[src/hw/rtl/fsc_pkg.sv]
package fsc_pkg;

	localparam int TICKS_PER_PERIOD = 50;
	localparam int DIGIT_COUNT      = 6;
	localparam int TICK_W           = $clog2(TICKS_PER_PERIOD);
	localparam int DIGIT_W          = $clog2(DIGIT_COUNT);
	localparam int SAMPLE_W         = 12;
	localparam int SPEED_W          = 7;
	localparam int SEL_W            = 6;
	localparam int CMP_W            = (TICK_W + 1 > SPEED_W) ? TICK_W + 1 : SPEED_W;
	localparam int CFG_DATA_W       = 12;
	localparam int REG_IDX_W        = 2;

	localparam logic [SPEED_W-1:0] SPEED_MAX = 7'd100;
	localparam logic [3:0] BLANK_CODE = 4'd10;

	typedef logic [3:0] fsc_code_t;

	typedef enum logic [REG_IDX_W-1:0] {
		REG_LOW_THRESHOLD  = 2'd0,
		REG_HIGH_THRESHOLD = 2'd1,
		REG_MANUAL_STEP    = 2'd2
	} fsc_reg_t;

	typedef enum logic [2:0] {
		DISP_SPEED  = 3'd0,
		DISP_TEMP   = 3'd1,
		DISP_HOLD_1 = 3'd2,
		DISP_HOLD_2 = 3'd3,
		DISP_HOLD_3 = 3'd4
	} fsc_disp_t;

	typedef struct packed {
		logic [SAMPLE_W-1:0] adc_sample;
		logic                auto_mode;
		logic                up_button;
		logic                down_button;
	} fsc_in_t;

	typedef struct packed {
		logic       fan_pwm;
		logic [7:0] segments_n;
		logic [5:0] digit_select;
	} fsc_out_t;

	typedef struct packed {
		fsc_code_t whole_tens;
		fsc_code_t whole_units;
		fsc_code_t frac_tens;
		fsc_code_t frac_units;
	} fsc_temp_t;

	typedef struct packed {
		fsc_in_t   item;
		fsc_temp_t temp;
	} fsc_job_t;

	// exact floor(x/10) for x < 512
	function automatic logic [5:0] div10(input logic [8:0] x);
		logic [16:0] p;
		p = 17'(x) * 17'd205;
		return p[16:11];
	endfunction

	// segments a..g, active high
	function automatic logic [7:0] seg_pattern(input fsc_code_t code);
		logic [7:0] s;
		case (code)
			4'd0: s = 8'h3F;
			4'd1: s = 8'h06;
			4'd2: s = 8'h5B;
			4'd3: s = 8'h4F;
			4'd4: s = 8'h66;
			4'd5: s = 8'h6D;
			4'd6: s = 8'h7D;
			4'd7: s = 8'h07;
			4'd8: s = 8'h7F;
			4'd9: s = 8'h6F;
			default: s = 8'h00;
		endcase
		return s;
	endfunction

endpackage

[src/hw/rtl/fsc_temp_pipe.sv]
module fsc_temp_pipe (
	input  logic              clk,
	input  logic              arst_n,
	input  logic              tick_valid,
	output logic              tick_ready,
	input  fsc_pkg::fsc_in_t  tick,
	output logic              job_valid,
	input  logic              job_ready,
	output fsc_pkg::fsc_job_t job
);
	import fsc_pkg::*;

	logic valid_s1, valid_s2, valid_s3, valid_s4;
	logic ready_s1, ready_s2, ready_s3, ready_s4;

	fsc_in_t     item_s1, item_s2, item_s3, item_s4;
	logic [15:0] frac_raw_s2, frac_raw_s3;
	logic [8:0]  whole_s2;
	logic [8:0]  frac_q100_s3;
	fsc_code_t   whole_tens_s3, whole_units_s3;
	fsc_temp_t   temp_s4;

	logic [20:0] whole_prod;
	logic [23:0] frac_prod;
	logic [31:0] q100_prod;
	logic [5:0]  whole_div, whole_div2, whole_tens_w;
	logic [8:0]  whole_units_w;
	logic [15:0] frac_w;
	logic [5:0]  frac_div;
	logic [6:0]  frac_units_w;
	fsc_temp_t   temp_w;

	assign ready_s4   = !valid_s4 || job_ready;
	assign ready_s3   = !valid_s3 || ready_s4;
	assign ready_s2   = !valid_s2 || ready_s3;
	assign ready_s1   = !valid_s1 || ready_s2;
	assign tick_ready = ready_s1;
	assign job_valid  = valid_s4;
	assign job.item   = item_s4;
	assign job.temp   = temp_s4;

	// whole = sample*500/4096, raw = sample*3125/256
	always_comb begin
		whole_prod = 21'(item_s1.adc_sample) * 21'd500;
		frac_prod  = 24'(item_s1.adc_sample) * 24'd3125;
	end

	// raw/100 by reciprocal, whole digits
	always_comb begin
		q100_prod     = 32'(frac_raw_s2) * 32'd83887;
		whole_div     = div10(whole_s2);
		whole_div2    = div10(9'(whole_div));
		whole_tens_w  = whole_div - 6'(whole_div2 * 6'd10);
		whole_units_w = whole_s2 - 9'(whole_div) * 9'd10;
	end

	// frac = raw mod 100, split into digits
	always_comb begin
		frac_w           = frac_raw_s3 - 16'(frac_q100_s3) * 16'd100;
		frac_div         = div10(9'(frac_w[6:0]));
		frac_units_w     = frac_w[6:0] - 7'(frac_div) * 7'd10;
		temp_w.whole_tens  = whole_tens_s3;
		temp_w.whole_units = whole_units_s3;
		temp_w.frac_tens   = frac_div[3:0];
		temp_w.frac_units  = frac_units_w[3:0];
	end

	always_ff @(posedge clk or negedge arst_n) begin
		if (!arst_n) begin
			valid_s1 <= 1'b0;
			valid_s2 <= 1'b0;
			valid_s3 <= 1'b0;
			valid_s4 <= 1'b0;
		end else begin
			if (ready_s1) valid_s1 <= tick_valid;
			if (ready_s2) valid_s2 <= valid_s1;
			if (ready_s3) valid_s3 <= valid_s2;
			if (ready_s4) valid_s4 <= valid_s3;
		end
	end

	always_ff @(posedge clk) begin
		if (ready_s1) begin
			item_s1 <= tick;
		end
		if (ready_s2) begin
			item_s2     <= item_s1;
			whole_s2    <= whole_prod[20:12];
			frac_raw_s2 <= frac_prod[23:8];
		end
		if (ready_s3) begin
			item_s3        <= item_s2;
			frac_raw_s3    <= frac_raw_s2;
			frac_q100_s3   <= q100_prod[31:23];
			whole_tens_s3  <= whole_tens_w[3:0];
			whole_units_s3 <= whole_units_w[3:0];
		end
		if (ready_s4) begin
			item_s4 <= item_s3;
			temp_s4 <= temp_w;
		end
	end

endmodule

[src/hw/rtl/fsc_core.sv]
module fsc_core (
	input  logic                             clk,
	input  logic                             arst_n,
	input  logic                             cfg_we,
	input  logic [fsc_pkg::REG_IDX_W-1:0]    cfg_index,
	input  logic [fsc_pkg::CFG_DATA_W-1:0]   cfg_data,
	input  logic                             job_valid,
	output logic                             job_ready,
	input  fsc_pkg::fsc_job_t                job,
	output logic                             status_valid,
	input  logic                             status_ready,
	output fsc_pkg::fsc_out_t                status
);
	import fsc_pkg::*;

	logic [SAMPLE_W-1:0] low_thr_q, high_thr_q, latched_q;
	logic [SPEED_W-1:0]  step_q, speed_q;
	logic [TICK_W-1:0]   tick_q;
	logic                sample_phase_q, dot_q, up_latch_q, down_latch_q;
	fsc_disp_t           phase_q;
	logic [DIGIT_W-1:0]  digit_idx_q;
	fsc_code_t           codes_q [DIGIT_COUNT];
	logic                out_valid_q;
	fsc_out_t            out_q;

	logic                accept;
	logic [SAMPLE_W-1:0] latched_d, diff;
	logic [17:0]         div3_prod;
	logic [SPEED_W-1:0]  auto_speed, manual_speed, speed_d;
	logic                up_edge, down_edge, up_latch_d, down_latch_d;
	logic signed [8:0]   manual_sum;
	logic [TICK_W:0]     tick_sum;
	logic                wrap;
	logic [TICK_W-1:0]   tick_d;
	fsc_disp_t           phase_next, phase_d;
	logic [5:0]          spd_div;
	logic [SPEED_W-1:0]  spd_units;
	fsc_code_t           codes_d [DIGIT_COUNT];
	logic                dot_d;
	fsc_code_t           cur_code;
	fsc_out_t            out_d;
	logic [DIGIT_W-1:0]  digit_idx_d;

	assign job_ready    = !out_valid_q || status_ready;
	assign accept       = job_valid && job_ready;
	assign status_valid = out_valid_q;
	assign status       = out_q;

	// speed update
	always_comb begin
		latched_d  = sample_phase_q ? latched_q : job.item.adc_sample;
		diff       = latched_d - low_thr_q;
		div3_prod  = 18'({diff[7:0], 1'b0}) * 18'd683;
		if (latched_d > high_thr_q) begin
			auto_speed = SPEED_MAX;
		end else if (latched_d > low_thr_q) begin
			if (diff >= 12'd150) auto_speed = SPEED_MAX;
			else auto_speed = div3_prod[17:11];
		end else begin
			auto_speed = '0;
		end

		up_edge    = !job.item.auto_mode && job.item.up_button && !up_latch_q;
		down_edge  = !job.item.auto_mode && job.item.down_button && !down_latch_q;
		manual_sum = $signed({2'b00, speed_q})
			+ (up_edge ? $signed({2'b00, step_q}) : 9'sd0)
			- (down_edge ? $signed({2'b00, step_q}) : 9'sd0);
		if (manual_sum < 9'sd0) manual_speed = '0;
		else if (manual_sum > 9'sd100) manual_speed = SPEED_MAX;
		else manual_speed = manual_sum[SPEED_W-1:0];

		speed_d      = job.item.auto_mode ? auto_speed : manual_speed;
		up_latch_d   = job.item.up_button && (up_latch_q || !job.item.auto_mode);
		down_latch_d = job.item.down_button && (down_latch_q || !job.item.auto_mode);
	end

	// display phase, next state
	always_comb begin
		case (phase_q)
			DISP_SPEED:  phase_next = DISP_TEMP;
			DISP_TEMP:   phase_next = DISP_HOLD_1;
			DISP_HOLD_1: phase_next = DISP_HOLD_2;
			DISP_HOLD_2: phase_next = DISP_HOLD_3;
			DISP_HOLD_3: phase_next = DISP_SPEED;
			default:     phase_next = DISP_SPEED;
		endcase
	end

	// tick counter and digit buffer
	always_comb begin
		tick_sum = {1'b0, tick_q} + 1'b1;
		wrap     = tick_sum >= (TICK_W+1)'(TICKS_PER_PERIOD);
		tick_d   = wrap ? '0 : tick_sum[TICK_W-1:0];
		phase_d  = wrap ? phase_next : phase_q;

		spd_div   = div10(9'(speed_d));
		spd_units = speed_d - 7'(spd_div) * 7'd10;

		dot_d = dot_q;
		for (int i = 0; i < DIGIT_COUNT; i++) begin
			codes_d[i] = wrap ? BLANK_CODE : codes_q[i];
		end
		if (wrap) begin
			case (phase_d)
				DISP_SPEED: begin
					codes_d[0] = (speed_d == SPEED_MAX) ? 4'd1 : 4'd0;
					codes_d[1] = (spd_div == 6'd10) ? 4'd0 : spd_div[3:0];
					codes_d[2] = spd_units[3:0];
					dot_d      = 1'b0;
				end
				DISP_TEMP: begin
					codes_d[0] = job.temp.whole_tens;
					codes_d[1] = job.temp.whole_units;
					codes_d[2] = job.temp.frac_tens;
					codes_d[3] = job.temp.frac_units;
					dot_d      = 1'b1;
				end
				default: begin
				end
			endcase
		end
	end

	// result
	always_comb begin
		cur_code         = codes_d[digit_idx_q];
		out_d.segments_n = ~seg_pattern(cur_code);
		if (dot_d && digit_idx_q == DIGIT_W'(1)) out_d.segments_n[7] = 1'b0;
		for (int j = 0; j < SEL_W; j++) begin
			out_d.digit_select[j] = (j < DIGIT_COUNT) && (digit_idx_q == DIGIT_W'(j));
		end
		out_d.fan_pwm = CMP_W'({tick_d, 1'b0}) < CMP_W'(speed_d);
		digit_idx_d   = (digit_idx_q == DIGIT_W'(DIGIT_COUNT - 1)) ? '0 : digit_idx_q + 1'b1;
	end

	always_ff @(posedge clk or negedge arst_n) begin
		if (!arst_n) begin
			low_thr_q  <= 12'd150;
			high_thr_q <= 12'd300;
			step_q     <= 7'd5;
		end else if (cfg_we) begin
			case (fsc_reg_t'(cfg_index))
				REG_LOW_THRESHOLD:  low_thr_q  <= cfg_data;
				REG_HIGH_THRESHOLD: high_thr_q <= cfg_data;
				REG_MANUAL_STEP:    step_q     <= cfg_data[SPEED_W-1:0];
				default: begin
				end
			endcase
		end
	end

	always_ff @(posedge clk or negedge arst_n) begin
		if (!arst_n) begin
			latched_q      <= '0;
			speed_q        <= '0;
			tick_q         <= '0;
			sample_phase_q <= 1'b0;
			dot_q          <= 1'b0;
			up_latch_q     <= 1'b0;
			down_latch_q   <= 1'b0;
			phase_q        <= DISP_SPEED;
			digit_idx_q    <= '0;
			for (int i = 0; i < DIGIT_COUNT; i++) codes_q[i] <= '0;
			out_valid_q    <= 1'b0;
		end else begin
			if (job_ready) out_valid_q <= job_valid;
			if (accept) begin
				latched_q      <= latched_d;
				speed_q        <= speed_d;
				tick_q         <= tick_d;
				sample_phase_q <= sample_phase_q ^ wrap;
				dot_q          <= dot_d;
				up_latch_q     <= up_latch_d;
				down_latch_q   <= down_latch_d;
				phase_q        <= phase_d;
				digit_idx_q    <= digit_idx_d;
				for (int i = 0; i < DIGIT_COUNT; i++) codes_q[i] <= codes_d[i];
			end
		end
	end

	always_ff @(posedge clk) begin
		if (accept) out_q <= out_d;
	end

endmodule

[src/hw/rtl/fan_speed_controller_with_display_unit.sv]
// Fan speed controller with a six-digit multiplexed seven-segment display. Each transfer
// on the tick channel is one timer tick and yields exactly one transfer on the status
// channel (motor PWM bit, active-low segments, one-hot digit enable). A tick is taken
// every cycle while the status side keeps up; each tick passes through the four-stage
// temperature-to-digit pipeline and then the state and result registers. Threshold and
// step registers are written through the cfg port; the user must write them only while
// no tick is in flight, as the block itself does not enforce this.
module fan_speed_controller_with_display_unit (
	input  logic                           clk,
	input  logic                           arst_n,
	input  logic                           cfg_we,
	input  logic [fsc_pkg::REG_IDX_W-1:0]  cfg_index,
	input  logic [fsc_pkg::CFG_DATA_W-1:0] cfg_data,
	input  logic                           tick_valid,
	output logic                           tick_ready,
	input  fsc_pkg::fsc_in_t               tick,
	output logic                           status_valid,
	input  logic                           status_ready,
	output fsc_pkg::fsc_out_t              status
);
	import fsc_pkg::*;

	logic     job_valid, job_ready;
	fsc_job_t job;

	fsc_temp_pipe u_temp_pipe (
		.clk        (clk),
		.arst_n     (arst_n),
		.tick_valid (tick_valid),
		.tick_ready (tick_ready),
		.tick       (tick),
		.job_valid  (job_valid),
		.job_ready  (job_ready),
		.job        (job)
	);

	fsc_core u_core (
		.clk          (clk),
		.arst_n       (arst_n),
		.cfg_we       (cfg_we),
		.cfg_index    (cfg_index),
		.cfg_data     (cfg_data),
		.job_valid    (job_valid),
		.job_ready    (job_ready),
		.job          (job),
		.status_valid (status_valid),
		.status_ready (status_ready),
		.status       (status)
	);

endmodule

[config.mk]
export PLATFORM = sky130hd
export DESIGN_NAME = fan_speed_controller_with_display_unit
export DESIGN_NICKNAME = d
export VERILOG_FILES = /design/src/hw/rtl/fsc_pkg.sv /design/src/hw/rtl/fsc_temp_pipe.sv /design/src/hw/rtl/fsc_core.sv /design/src/hw/rtl/fan_speed_controller_with_display_unit.sv
export SDC_FILE = /design/constraint.sdc
export NUM_CORES = 1
export LEC_CHECK = 0
export BUFFER_PORTS_ARGS = -buffer_cell sky130_fd_sc_hd__buf_2
export CAP_MARGIN = 10
export CELL_PAD_IN_SITES_DETAIL_PLACEMENT = 1
export CELL_PAD_IN_SITES_GLOBAL_PLACEMENT = 1
export CORE_MARGIN = 2
export CORE_UTILIZATION = 40
export DETAILED_ROUTE_END_ITERATION = 8
export PLACE_DENSITY_LB_ADDON = 0.1
export SLEW_MARGIN = 10
export SYNTH_ARGS = -nofsm -noshare
export SYNTH_HDL_FRONTEND = slang
export SYNTH_SLANG_ARGS = --single-unit
[constraint.sdc]
create_clock -name clk -period 27.5 [get_ports clk]
set_input_delay 1.375 -clock clk [delete_from_list [all_inputs] [get_ports clk]]
set_output_delay 1.375 -clock clk [all_outputs]
set_load 0.02 [all_outputs]
==> reports/metrics.cfg <==
[worst_setup_path]
critPathMostFrequentCell=ha_1
cp-end-kind=flip-flop
cp-start-kind=flip-flop
regToRegStartpoint=u_core.sample_phase_q$_DFFE_PN0P_
crit_family=adder cells
slowest_stage=dfrtp_1
cpPeakStageDelay_ns=0.69
cp_max_fo=13
crit_type=flip-flop to flip-flop
critPathRequiredTime_ns=27.79
crit_arrival_ns=13.49
startpoint=u_core.sample_phase_q$_DFFE_PN0P_
worstPathBufferInverterCount=6

[floorplan]
core_um2=59020
die_w_um=248.5
die_area_um2=61750
initial_core_util=0.4051
rows=89
die_h_um=248.5
ios=51

[sta]
fin_crit_sh=0.4799
hold_viol=0
setup_viol=0
layout_min_cycle_time_ns=13.20
tightest_slew_ns=1.042
relSlewSlack=0.3053
rsz0062_at_grt=no
max_freq_ghz=0.07577
skew_ns=0.01828
slew_viol_final=0
worst_slack_ns=14.30
tns_ns=0

[min_path]
min_path_type=flip-flop to flip-flop
holdCritStartpoint=u_temp_pipe.item_s2[5]$_DFFE_PP_

[final_layout]
multi_input_area_um2=15690
fillers=6495
ff_latch_area_um2=6474
utilization=0.4420
diodes=0
nets=2957
area_growth_pct=9.095
final_layout_size_suffix_gt1_frac=0.09845

[clocking]
clkSinkCount=231
root_buffer=clkbuf_16
insertion_delay_ns=0.57
h-tree-depth=1
cts_tree=built
cts_buffers=29
post_cts_buffers=0
clk_pin_slew_worst_paths_ns=0.06
clockBufferDepth=3
ctsHoldBuffers=0
ctsResizeCount=0

[yosys]
netlist_area_um2=23910
yosys_warnings=0
synth_edf_count=136
avgSynthCellArea_um2=10.97
ys_seq_area_frac=0.2707
synthArstFlopShare=0.4113
yosys.cell_types.count=95
synth_ff_type=edfxtp_1
synth-seq-cells=231
synthCells=2180
syn_nets=2895

[global_routing]
track_usage=0.1806
antenna_found_initial=1
grt_pass1_vias=17191
grt_max_degree=64
grt_overflow_total=0
grt_pass1_wl_mm=90.71

[route]
dr_total_vias=15406
drtIter0Drc=434
drt-total-wl_mm=55.04
drtPass1Iterations=4
detail_route.wl_per_cell_um=18.12
routed_via_density=5.071
ant_nets=0
drc_errors=0

[placed_design]
gp_congestion=0.8309
hpwl_mm=45.42
portBuffers=50
preCtsSetupSlack_ns=14.32

[status]
outcome=finished, final reports clean

[flow_run]
cap_violations=0

-- cells in the final DEF, fill, tap and decap left out, drive strengths merged, types with 14 or more instances in the layout --
| cell type | n |
|---|---|
| xnor2 | 57 |
| and2 | 19 |
| mux2i | 18 |
| buf | 59 |
| dfrtp | 85 |
| nor3 | 37 |
| o21ai | 74 |
| ha | 457 |
| nor2 | 88 |
| a21oi | 64 |
| nand2 | 86 |
| a21o | 34 |
| edfxtp | 136 |
| clkbuf | 42 |
| a211oi | 15 |
| inv | 438 |
| nand2b | 23 |
| xor2 | 34 |
| fa | 224 |
| o21a | 14 |
| nand3 | 16 |
| mux2 | 51 |
-- per-stage QoR --
step / std cells / hold WS [ns] / area (um^2)
6_report: 3038 / 0.4144 / 26090
5_1_grt: 3038 / 0.4177 / 26090
4_1_cts: 3038 / 0.4182 / 26090
3_5_place_dp: 2984 / 0.4063 / 25090
3_3_place_gp: 2984 / 0.4028 / 25090
2_1_floorplan: 2180 / 0.4003 / 23910
-- worst register-to-register path, delay by kind of cell, from the launching register on --
kind                       cells  cell delay [ns]
adders and majority gates     14             5.10
muxes                          2             0.59
buffers and inverters          6             0.52
and+or+nand+nor               10             2.36
AOI/OAI and AO/OA             17             3.17
DFF                            1             0.69
xor gates and xnor gates       2             0.50
-- sequential cells by signal (all words and copies together) (netlist names), 4 cells and up --
name / count
u_temp_pipe.frac_raw_s2: 16
u_temp_pipe.frac_raw_s3: 7
u_temp_pipe.item_s1: 15
u_core.latched_q: 12
u_temp_pipe.item_s3: 15
u_core.high_thr_q: 12
u_temp_pipe.frac_q100_s3: 5
u_core.tick_q: 6
u_core.step_q: 7
u_temp_pipe.whole_s2: 9
u_core.speed_q: 7
u_temp_pipe.whole_units_s3: 4
u_temp_pipe.item_s2: 15
u_core.low_thr_q: 12
u_temp_pipe.job: 31
u_core.status: 15
u_core.codes_q: 24
u_temp_pipe.whole_tens_s3: 4
-- per-layer routing --
metal / wire, um / share of wire / GRT usage
met5: 0 / 0 / 0
met4: 964 / 0.018 / 0.03456
met3: 1016 / 0.018 / 0.01633
met2: 27360 / 0.50 / 0.3180
met1: 25700 / 0.47 / 0.2430
-- synth_stat cells, drive strengths merged (8+ instances only) --
master | n | area [um^2]
a211oi | 15 | 162.7
a21o | 34 | 264.0
a21oi | 64 | 324.1
a31oi | 8 | 62.56
and2 | 19 | 120.1
and3 | 10 | 62.56
buf | 14 | 68.82
clkbuf | 14 | 52.55
dfrtp | 85 | 2127
dfstp | 10 | 262.8
edfxtp | 136 | 4084
fa | 224 | 4484
ha | 457 | 5718
inv | 435 | 1638
mux2 | 51 | 578.1
mux2i | 18 | 180.2
nand2 | 86 | 322.8
nand2b | 23 | 143.9
nand3 | 16 | 80.08
nand4 | 11 | 75.07
nor2 | 88 | 332.8
nor2b | 13 | 81.33
nor3 | 37 | 207.7
nor3b | 9 | 67.56
o21a | 14 | 105.1
o21ai | 74 | 385.4
o21bai | 9 | 67.56
or2 | 13 | 81.33
or3 | 9 | 66.31
xnor2 | 57 | 499.2
xor2 | 34 | 297.8
-- path summary, 6_finish.rpt --
path | end | slack [ns] | cells after the start
min reg2reg | u_temp_pipe.item_s3[5]$_DFFE_PP_ | 0.41 | 0
max reg2reg | u_core.status[11]$_DFFE_PP_ | 14.30 | 51
max in group asynchronous | u_core.low_thr_q[8]$_DFFE_PN0P_ | 25.48 | 2
min in group asynchronous | u_core.codes_q[15]$_DFFE_PN0P_ | 0.75 | 1
min | u_temp_pipe.item_s3[5]$_DFFE_PP_ | 0.41 | 0
max | u_core.status[11]$_DFFE_PP_ | 14.30 | 51
-- cells by family (layout without fill, tap and decap cells) --
logic type | after synthesis | count (layout) | synth area share
AOI/OAI and AO/OA | 289 | 289 | 0.08619
muxes | 70 | 70 | 0.03265
adders and majority gates | 681 | 681 | 0.4267
and+or+nand+nor | 355 | 355 | 0.07682
buffers and inverters | 463 | 548 | 0.07357
xor gates and xnor gates | 91 | 91 | 0.03333
DFF | 231 | 231 | 0.2707
-- cell type report --
type,instances,share of cell area
clock buffers,42,0.03247
inverters,435,0.06279
repair buffers,59,0.01228
multi-input cells,1486,0.6014
well taps,773,0.03708
flip-flops and latches,231,0.2482
clock inverters,12,0.005804
Power is left out: the tool's default activity adds up to more than one toggle a clock period on the data nets, which glitch-free logic cannot reach.
